--- src/rtl/pget_ram.sv ---
// ============================================================================
// pget_ram
// Simple dual-port RAM: one write port, one read port, registered read data.
// ============================================================================
module pget_ram #(
    parameter int WIDTH = 8,
    parameter int DEPTH = 64
)(
    input  logic                     clk,
    input  logic                     we,
    input  logic [$clog2(DEPTH)-1:0] waddr,
    input  logic [WIDTH-1:0]         wdata,
    input  logic                     re,
    input  logic [$clog2(DEPTH)-1:0] raddr,
    output logic [WIDTH-1:0]         rdata
);

    logic [WIDTH-1:0] mem_reg [DEPTH];
    logic [WIDTH-1:0] rdata_reg;

    always_ff @(posedge clk)
    begin
        if (we)
        begin
            mem_reg[waddr] <= wdata;
        end
        if (re)
        begin
            rdata_reg <= mem_reg[raddr];
        end
    end

    assign rdata = rdata_reg;

endmodule

--- config.mk ---
export PLATFORM = sky130hd
export DESIGN_NAME = pget_ram
export DESIGN_NICKNAME = d
export VERILOG_FILES = /design/src/rtl/pget_ram.sv
export SDC_FILE = /design/constraint.sdc
export NUM_CORES = 1
export LEC_CHECK = 0
export ABC_AREA = 1
export BUFFER_PORTS_ARGS = -buffer_cell sky130_fd_sc_hd__buf_2
export CORE_ASPECT_RATIO = 0.75
export CORE_MARGIN = 2
export CORE_UTILIZATION = 50
export DETAILED_ROUTE_END_ITERATION = 6
export PLACE_DENSITY = 0.66
export SETUP_SLACK_MARGIN = 0.1
export SLEW_MARGIN = 20
export SYNTH_ARGS = -nofsm -noshare
export SYNTH_HDL_FRONTEND = slang
export SYNTH_SLANG_ARGS = --single-unit
--- constraint.sdc ---
create_clock -name clk -period 5.8 [get_ports clk]
set_input_delay 0.58 -clock clk [delete_from_list [all_inputs] [get_ports clk]]
set_output_delay 0.58 -clock clk [all_outputs]
set_load 0.05 [all_outputs]
# ---- After elaboration in Yosys (flattened, before gate mapping)
# Memory sizes are Yosys's and may differ from the RTL's. A register that Yosys moved wholly into a read port is not among the register bits.
# Cells that the tools add are included.
dict set report classes {
  mux 2
}
# op n
set op_table {}
lappend op_table {{$mux 1} 2}
dict set report totals {
  memories 1
  mem_bits_rw 512
  register_bits 0
  in_bits 23
  output_inout_bits 8
}
# memory depth width read_ports rd_clocked_by_memory_dff write_ports line
set mem_list {}
lappend mem_list {mem_reg 64 8 1 1 1 18} ;# logic [WIDTH-1:0] mem_reg [DEPTH];

# ---- Logic depth before layout (Yosys ltp)
# Gate-level depths: netlist of the first run.
dict set report logic_depth {
  depth_word 2
  ltp_mapped 12
}

# ---- Worst setup path before layout of the first run
# OpenSTA, ideal clock, no wires.
dict set report synth_timing {
  path_kind {input to register}
  from {input we}
  to {memory mem_reg[48][0], enable pin}
  path_buffers 1
  arrival_time_ns 1.951
  t_required_ns 5.405
  stages 3
  path_slack_ns 3.454
  cell_sequence {clkbuf_1 nand4_1 nor4_1}
}
dict set report synth_between {
  elab_chain_cells 2
}
# element line
set synth_lines {}
lappend synth_lines {{from (decl)} 10} ;# input logic we,
lappend synth_lines {{$mux 1} 23} ;# if (we)
lappend synth_lines {{$mux 1 (implied by the code)} 25} ;# mem_reg[waddr] <= wdata;
lappend synth_lines {{to (decl)} 18}
# No other way between the ends.

==> results of run 1 <==
-- final cells by class --
| cell class | instances | area (µm²) | area share (%) |
|---|---|---|---|
| Sequential cell | 520 | 15600 | 67.4 |
| Multi-Input combinational cell | 1160 | 4950 | 21.4 |
| Clock buffer | 61 | 1270 | 5.49 |
| Tap cell | 569 | 712 | 3.07 |
| Timing Repair Buffer | 53 | 357 | 1.54 |
| Clock inverter | 24 | 208 | 0.897 |
| Inverter | 12 | 52.6 | 0.227 |
-- metal layers --
metal / vias to the layer above / GRT usage (%) / wire length (µm)
met4: 0 / 5.30 / 830
met3: 69 / 4.73 / 5290
met5: - / 0 / 0
met1: 6804 / 38.4 / 24000
li1: 6327 / - / -
met2: 662 / 35.0 / 23500
-- power by group --
group	switching [mW]	internal [mW]	total, mW
logic	0.384	0.110	0.493
clock network	1.35	1.72	3.07
registers	0.0125	4.17	4.18
total	1.74	6.00	7.74
-- cell families after synthesis --
kind of cell	share of synthesized area (%)
buf+inv	4.01
flops	72.9
simple gates	23.1
-- worst max path at each step --
| stage | to | cells after the start | slack (ns) |
|---|---|---|---|
| floorplan | mem_reg[48][0]$_DFFE_PP_ | 3 | 3.45 |
| global placement | rdata[2]$_DFFE_PP_ | 11 | 2.41 |
| detailed placement | rdata[7]$_DFFE_PP_ | 11 | 2.36 |
| CTS | rdata[7]$_DFFE_PP_ | 11 | 2.93 |
| global route | rdata[7]$_DFFE_PP_ | 11 | 2.70 |
| finish | rdata[7]$_DFFE_PP_ | 11 | 2.83 |
-- cells in the mapped netlist --
cell,count,area [µm²]
inv_6,1,8.76
buf_8,2,30.0
nor4_1,8,50.1
nand3_1,439,2200
nand2_1,648,2430
inv_2,1,3.75
edfxtp_1,520,15600
nor2_1,56,210
buf_2,37,185
nand4_1,9,56.3
clkbuf_1,15,56.3
inv_1,10,37.5
buf_1,10,37.5
buf_6,35,394
buf_4,14,105
-- stage by stage --
| stage | util (%) | total power [mW] | setup slack [ns] |
|---|---|---|---|
| 2_1_floorplan | - | 4.56 | 3.45 |
| 3_3_place_gp | 51.5 | 4.74 | 2.41 |
| 3_5_place_dp | 51.5 | 4.75 | 2.36 |
| 4_1_cts | 55.0 | 7.75 | 2.93 |
| 5_1_grt | 55.0 | 7.95 | 2.70 |
| 6_report | 55.0 | 7.74 | 2.83 |
-- worst reg2reg max path: cells and delay by family, from the launching register on --
kind,cells,cell delay (ns)
flops,1,0.37
simple gates,8,1.00
==> run_results.csv, run 1 <==
group,metric,value,unit
final_layout,largest_register_ffs,512,
worst_hold_path,hold_end,"rdata[5]$_DFFE_PP_",
route,drcViolationCount,0,
cts,cts.hold.buffers_added,0,
route,wire_per_inst,22.3,µm
global_routing,track_usage,24.3,%
route,totalWireLength,53.6,mm
critical_path,slowest_stage,"inv_6",
sta,fin_tns_setup,0,ns
sta,fin_crit,2.97,ns
critical_path,worst-path-buf-inv,3,
critical_path,r2r-end,"rdata[2]$_DFFE_PP_",
cts,clkLatencyLatePin,0.58,ns
cts,clkSinkCount,520,
final_layout,drive_above_1_share,6.34,%
final_layout,final_cells,2399,
place,place_hpwl,29.7,mm
power_and_ir_drop,p_per_area,334,mW/mm²
sta,final-hold-violation-count,0,
critical_path,cp-startpoint,"raddr[0]",
critical_path,worst-setup-path-type,"in2reg",
cts,ctsLongestPathBuffers,3,
floorplanning,pin_count,31,
floorplanning,core_area,0.0421,mm²
synthesis,synth_area,0.0214,mm²
run,cap_violations,0,
cts,cts_buffers,47,
power_and_ir_drop,p_leak,8.23,nW
synthesis,ys_seq_elements,520,
floorplanning,fp.dieH,183,µm
critical_path,crit_fanout,134,
synthesis,yosysWarnings,0,
final_layout,fillers,3594,
critical_path,worstPathCellList,"buf_6 -> inv_6 -> buf_12 -> nand2_1 -> nand3_1 -> nand3_1 -> nand2_1 -> nand2_1 -> nand3_1 -> nand3_1 -> nand2_1",
cts,cts_resized,0,
critical_path,required,6.24,ns
floorplanning,placementRows,65,
power_and_ir_drop,vdd_drop_max,278,µV
worst_hold_path,holdCritStartpoint,"re",
critical_path,cp_top_family,"buffers and inverters",
critical_path,critPathMaxStageDelay,0.80,ns
critical_path,reg2reg_depth,8,
sta,slew_headroom,26.2,%
floorplanning,die-area,0.0445,mm²
place,place_inst,2314,
route,ant_nets,0,
cts,postCtsSetupRepairBufs,0,
critical_path,r2r_slack,4.20,ns
cts,h-tree-depth,2,
critical_path,crit_arrival,3.41,ns
cts,cts_tree,"done",
sta,fmax,337,MHz
final_layout,diodes,0,
route,drtPass1Iterations,5,
place,placed_area,0.0217,mm²
global_routing,grt_pass1_wl,81.7,mm
sta,drv_slew,0,
floorplanning,start_util,50.8,%
critical_path,end_kind,"flip-flop",
sta,finalCritPeriodShare,51.2,%
sta,rsz0062_at_grt,"no",
worst_hold_path,min_path_cells,1,
final_layout,syn_to_final_growth,8.13,%
final_layout,final_common_cell,"nand2_1",
sta,final-setup-viol-count,0,
critical_path,r2r-start,"mem_reg[23][2]$_DFFE_PP_",
final_layout,design_area,0.0232,mm²
global_routing,overflow,0,
global_routing,grt_max_degree,173,
critical_path,cp-start-kind,"input pin",
floorplanning,die_w,243,µm
route,drtIter0Drc,1978,
sta,fin_worst_skew,0.0147,ns
route,vias_per_cell,5.78,
final_layout,layout_common_cells,"nand2_1 (648), edfxtp_1 (520), nand3_1 (439)",
place,io_buffers,30,
place,place.gp.congestion,0.846,
status,status,"complete, no violations",
synthesis,postSynthAreaPerCell,11.9,µm²
sta,worst_pin_slew,1.11,ns
synthesis,ys_types,15,
global_routing,antenna_found_initial,0,
sta,fin_hold_ws,0.400,ns
route,dr_total_vias,13862,
synthesis,synth-seq-area-share,72.9,%
cts,path_clk_slew,0.07,ns
cts,cts.root.buffer_cell,"clkbuf_16",
final_layout,nNetsFinal,1817,
synthesis,syn_nets,1828,
worst_hold_path,hold_path_class,"in2reg",
global_routing,grt_pass1_vias,13120,
synthesis,syn_inst,1805,
Note: power is estimated with default switching activity, not from simulation.
==> run 2: changes to the inputs <==
==> constraint.sdc (replaced) <==
create_clock -name clk -period 2.9 [get_ports clk]
set_input_delay 0.29 -clock clk [delete_from_list [all_inputs] [get_ports clk]]
set_output_delay 0.29 -clock clk [all_outputs]
set_load 0.05 [all_outputs]
==> run_results.csv, run 2 (synthesis gave the netlist of run 1 again) <==
group,metric,value,unit
global_routing,track_usage,24.2,%
route,totalWireLength,53.6,mm
critical_path,worstPathCellList,"buf_2 -> inv_1 -> nand4_1 -> nor2_1",
cts,cts_tree,"done",
final_layout,largest_register_ffs,512,
floorplanning,die_w,243,µm
sta,drv_slew,0,
final_layout,drive_above_1_share,8.64,%
critical_path,slowest_stage,"nor2_1",
floorplanning,fp.dieH,183,µm
critical_path,cp_top_family,"simple AND/OR/NAND/NOR gates",
floorplanning,placementRows,65,
run,cap_violations,0,
route,vias_per_cell,5.76,
route,drcViolationCount,0,
sta,finalCritPeriodShare,65.2,%
status,status,"complete, no violations",
place,placed_area,0.0222,mm²
cts,h-tree-depth,2,
place,place_hpwl,30.8,mm
route,drtPass1Iterations,6,
critical_path,end_kind,"flip-flop",
critical_path,r2r_slack,1.36,ns
critical_path,worst-setup-path-type,"in2reg",
worst_hold_path,hold_path_class,"in2reg",
cts,cts.hold.buffers_added,0,
floorplanning,die-area,0.0445,mm²
sta,fin_worst_skew,0.0160,ns
cts,ctsLongestPathBuffers,3,
worst_hold_path,holdCritStartpoint,"re",
global_routing,grt_max_degree,129,
final_layout,nNetsFinal,1864,
critical_path,crit_arrival,2.08,ns
route,wire_per_inst,21.9,µm
sta,final-hold-violation-count,0,
sta,fin_tns_setup,0,ns
global_routing,grt_pass1_vias,13206,
floorplanning,core_area,0.0421,mm²
cts,clkSinkCount,520,
sta,final-setup-viol-count,0,
route,drtIter0Drc,1726,
global_routing,grt_pass1_wl,81.1,mm
power_and_ir_drop,p_leak,8.49,nW
final_layout,final_common_cell,"nand2_1",
final_layout,diodes,0,
cts,cts_buffers,48,
sta,fmax,529,MHz
critical_path,critPathMaxStageDelay,0.85,ns
critical_path,required,3.09,ns
worst_hold_path,min_path_cells,1,
cts,postCtsSetupRepairBufs,0,
floorplanning,pin_count,31,
critical_path,r2r-start,"mem_reg[23][3]$_DFFE_PP_",
critical_path,reg2reg_depth,8,
cts,cts.root.buffer_cell,"clkbuf_16",
route,dr_total_vias,14073,
sta,worst_pin_slew,0.945,ns
place,io_buffers,30,
critical_path,worst-path-buf-inv,2,
sta,fin_crit,1.89,ns
critical_path,crit_fanout,9,
critical_path,cp-start-kind,"input pin",
critical_path,r2r-end,"rdata[3]$_DFFE_PP_",
final_layout,syn_to_final_growth,10.2,%
global_routing,overflow,0,
global_routing,antenna_found_initial,0,
sta,rsz0062_at_grt,"no",
floorplanning,start_util,50.8,%
cts,clkLatencyLatePin,0.57,ns
cts,cts_resized,0,
route,ant_nets,0,
final_layout,layout_common_cells,"nand2_1 (648), edfxtp_1 (520), nand3_1 (439)",
worst_hold_path,hold_end,"rdata[7]$_DFFE_PP_",
cts,path_clk_slew,0.06,ns
final_layout,design_area,0.0236,mm²
place,place.gp.congestion,0.839,
sta,slew_headroom,36.8,%
power_and_ir_drop,p_per_area,649,mW/mm²
power_and_ir_drop,vdd_drop_max,494,µV
==> run 2: cell count changes in the layout (fill, tap and decap cells not counted), sizes merged <==
cell / delta
buf: +46
bufinv: -2
clkbuf: +1
clkinv: -1
inv: +1
==> run 2: worst register-to-register path: stages, from the launching register on <==
cell      delay, ns
edfxtp_1       0.36
nand2_1        0.07
nand3_1        0.10
nand3_1        0.13
nand2_1        0.06
nand2_1        0.18
nand3_1        0.17
nand3_1        0.16
nand2_1        0.06
==> run 2: power breakdown <==
group / total (mW) / leakage (nW) / switching, mW / internal, mW
Combinational: 1.03 / 3.11 / 0.781 / 0.252
Clock: 5.93 / 0.703 / 2.66 / 3.27
Sequential: 8.35 / 4.69 / 0.0183 / 8.33
Total: 15.3 / 8.49 / 3.45 / 11.9
==> run 2: worst max-delay path by stage <==
stage | slack, ns | cells after the start | from | endpoint
global route | 0.95 | 4 | waddr[1] | mem_reg[37][6]$_DFFE_PP_
detailed placement | 0.49 | 4 | waddr[1] | mem_reg[37][4]$_DFFE_PP_
floorplan | 0.84 | 3 | we | mem_reg[48][0]$_DFFE_PP_
global placement | 0.62 | 4 | waddr[1] | mem_reg[37][6]$_DFFE_PP_
finish | 1.01 | 4 | waddr[1] | mem_reg[37][4]$_DFFE_PP_
CTS | 1.08 | 4 | waddr[1] | mem_reg[37][4]$_DFFE_PP_
==> run 2: final cells by class <==
class	instances	area, µm²
inverter	12	52.6
timing repair buffer	99	840
fill	3531	18500
sequential	520	15600
tap	569	712
multi-input combinational	1160	4950
clock buffer	62	1270
clock inverter	22	161
==> run 2: metal layers <==
layer	up-vias	wire, µm	share of wire [%]	GRT usage (%)
li1	6423	-	-	-
met3	92	6410	12	6.92
met1	6825	22900	43	35.8
met4	0	1130	2.1	6.16
met2	733	23200	43	35.5
met5	-	0	0	0
==> run 2: per-stage QoR <==
stage	hold slack [ns]	setup slack (ns)	cells	util (%)	total power [mW]
after floorplan	0.389	0.844	1805	-	9.13
after global placement	0.672	0.625	2360	52.6	9.51
after detailed placement	0.672	0.493	2360	52.6	9.52
after CTS	0.0864	1.08	2444	56.0	15.4
after global routing	0.0859	0.948	2444	56.0	15.8
final	0.108	1.01	2444	56.0	15.3
==> run 3: changes to the inputs <==
--- a/config.mk
+++ b/config.mk
@@ -11,7 +11,7 @@
 export CORE_MARGIN = 2
 export CORE_UTILIZATION = 50
 export DETAILED_ROUTE_END_ITERATION = 6
-export PLACE_DENSITY = 0.66
+export PLACE_DENSITY = 0.68
 export SETUP_SLACK_MARGIN = 0.1
 export SLEW_MARGIN = 20
 export SYNTH_ARGS = -nofsm -noshare
==> constraint.sdc (replaced) <==
create_clock -name clk -period 1.65 [get_ports clk]
set_input_delay 0.165 -clock clk [delete_from_list [all_inputs] [get_ports clk]]
set_output_delay 0.165 -clock clk [all_outputs]
set_load 0.05 [all_outputs]
==> run_results.csv, run 3 (synthesis gave the netlist of run 1 again) <==
group,metric,value,unit
sta,final-setup-viol-count,0,
route,ant_nets,0,
sta,fmax,644,MHz
floorplanning,placementRows,65,
cts,clkLatencyLatePin,0.59,ns
sta,drv_slew,0,
critical_path,critPathMaxStageDelay,0.49,ns
route,drtPass1Iterations,6,
final_layout,syn_to_final_growth,14.7,%
place,pre_cts_ws,-0.0668,ns
global_routing,overflow,0,
run,cap_violations,0,
cts,cts.root.buffer_cell,"clkbuf_16",
critical_path,worstPathCellList,"buf_2",
worst_hold_path,min_path_cells,1,
global_routing,grt_pass1_vias,13605,
floorplanning,fp.dieH,183,µm
sta,fin_ws,0.0964,ns
final_layout,final_util,58.3,%
floorplanning,die_w,243,µm
route,drtIter0Drc,2005,
critical_path,crit_arrival,1.39,ns
power_and_ir_drop,total_power,27.4,mW
sta,finalCritPeriodShare,94.2,%
final_layout,largest_register_ffs,512,
critical_path,required,1.48,ns
sta,final-hold-violation-count,0,
global_routing,track_usage,24.5,%
critical_path,crit_fanout,1,
route,wire_per_inst,21.2,µm
critical_path,worst-setup-path-type,"reg2out",
place,place_hpwl,33.3,mm
sta,worst_pin_slew,0.786,ns
global_routing,grt_pass1_wl,82.5,mm
sta,fin_worst_skew,0.0182,ns
cts,clkSinkCount,520,
place,io_buffers,30,
place,place.gp.congestion,0.864,
worst_hold_path,hold_path_class,"in2reg",
final_layout,final_common_cell,"nand2_1",
critical_path,cp-start-kind,"flip-flop",
power_and_ir_drop,p_leak,9.04,nW
cts,cts_tree,"done",
critical_path,slowest_stage,"edfxtp_1",
floorplanning,start_util,50.8,%
sta,slew_headroom,47.6,%
sta,rsz0062_at_grt,"no",
critical_path,cp_top_family,"flip-flops",
critical_path,end_kind,"primary output",
cts,cts_buffers,49,
critical_path,cp_num_cells,1,
final_layout,nNetsFinal,1953,
final_layout,drive_above_1_share,13.4,%
global_routing,antenna_found_initial,2,
floorplanning,pin_count,31,
floorplanning,die-area,0.0445,mm²
power_and_ir_drop,p_per_area,1120,mW/mm²
sta,fin_crit,1.55,ns
cts,path_clk_slew,0.06,ns
final_layout,layout_common_cells,"nand2_1 (648), edfxtp_1 (520), nand3_1 (439)",
critical_path,reg2reg_depth,8,
global_routing,grt_max_degree,66,
route,vias_per_cell,5.67,
route,totalWireLength,53.8,mm
route,drcViolationCount,0,
floorplanning,core_area,0.0421,mm²
route,dr_total_vias,14374,
power_and_ir_drop,vdd_drop_max,755,µV
critical_path,worst-path-buf-inv,1,
cts,ctsLongestPathBuffers,3,
status,status,"complete, no violations",
cts,h-tree-depth,2,
run 3: cell types whose count changed in the layout (fill, tap and decap cells not counted), moves of 2 or more:
| cell | previous run | this run |
|---|---|---|
| buf_4 | 57 | 131 |
| buf_12 | 13 | 25 |
| nor4_1 | 8 | 0 |
| nor4_2 | 0 | 6 |
| clkinv_2 | 7 | 10 |
| clkbuf_1 | 13 | 11 |
| dlygate4sd3_1 | 0 | 2 |
| inv_6 | 1 | 3 |
| nor4_4 | 0 | 2 |
run 3: timing repair:
action	in CTS	in global routing
endpoints found under the hold margin	9	0
endpoints found under the setup margin	0	1
hold buffers	2	0
buffers inserted	0	0
gates resized for setup	0	1
run 3: metrics by stage:
| step | cell area, µm² | TNS, ns | hold slack [ns] | std cells |
|---|---|---|---|---|
| 2_1_floorplan | 21500 | -7.10 | 0.264 | 1805 |
| 3_3_place_gp | 23000 | -0.0165 | 0.555 | 2446 |
| 3_5_place_dp | 23000 | -0.160 | 0.565 | 2446 |
| 4_1_cts | 24600 | 0 | 0.00648 | 2536 |
| 5_1_grt | 24600 | 0 | 0.0123 | 2537 |
| 6_report | 24600 | 0 | 0.0135 | 2537 |
run 3: layout make-up:
type	instances	area [µm²]
Inverter	12	52.6
Tap cell	569	712
Sequential cell	520	15600
Antenna cell	1	2.50
Fill cell	3397	17600
Timing Repair Buffer	187	1660
Multi-Input combinational cell	1160	5010
Clock buffer	60	1270
Clock inverter	28	236
run 3: worst paths after layout:
check	from	to	slack, ns
max reg2reg	mem_reg[36][5]$_DFFE_PP_	rdata[5]$_DFFE_PP_	0.24
min reg2reg	mem_reg[60][4]$_DFFE_PP_	rdata[4]$_DFFE_PP_	0.91
min	wdata[6]	mem_reg[44][6]$_DFFE_PP_	0.01
max	rdata[3]$_DFFE_PP_	rdata[3]	0.1
run 3: worst register-to-register path, cell delays in order (launching register included):
cell and delay, ns:
edfxtp_1 0.37, nand2_1 0.09, nand3_1 0.08, nand3_1 0.15
nand2_1 0.09, nand2_1 0.07, nand3_1 0.11, nand3_1 0.14
nand2_1 0.07
run 3: routing by layer:
metal,routed length (µm),global-route usage (%)
met5,0,0
met4,1320,6.70
met3,5360,3.91
met2,23300,36.2
met1,23800,37.9
run 3: report_power, final:
part | switching [mW] | total (mW) | internal, mW | leakage [nW]
sequential | 0.0518 | 14.7 | 14.6 | 4.69
clock | 4.84 | 10.8 | 5.94 | 0.741
combinational | 1.37 | 1.94 | 0.568 | 3.61
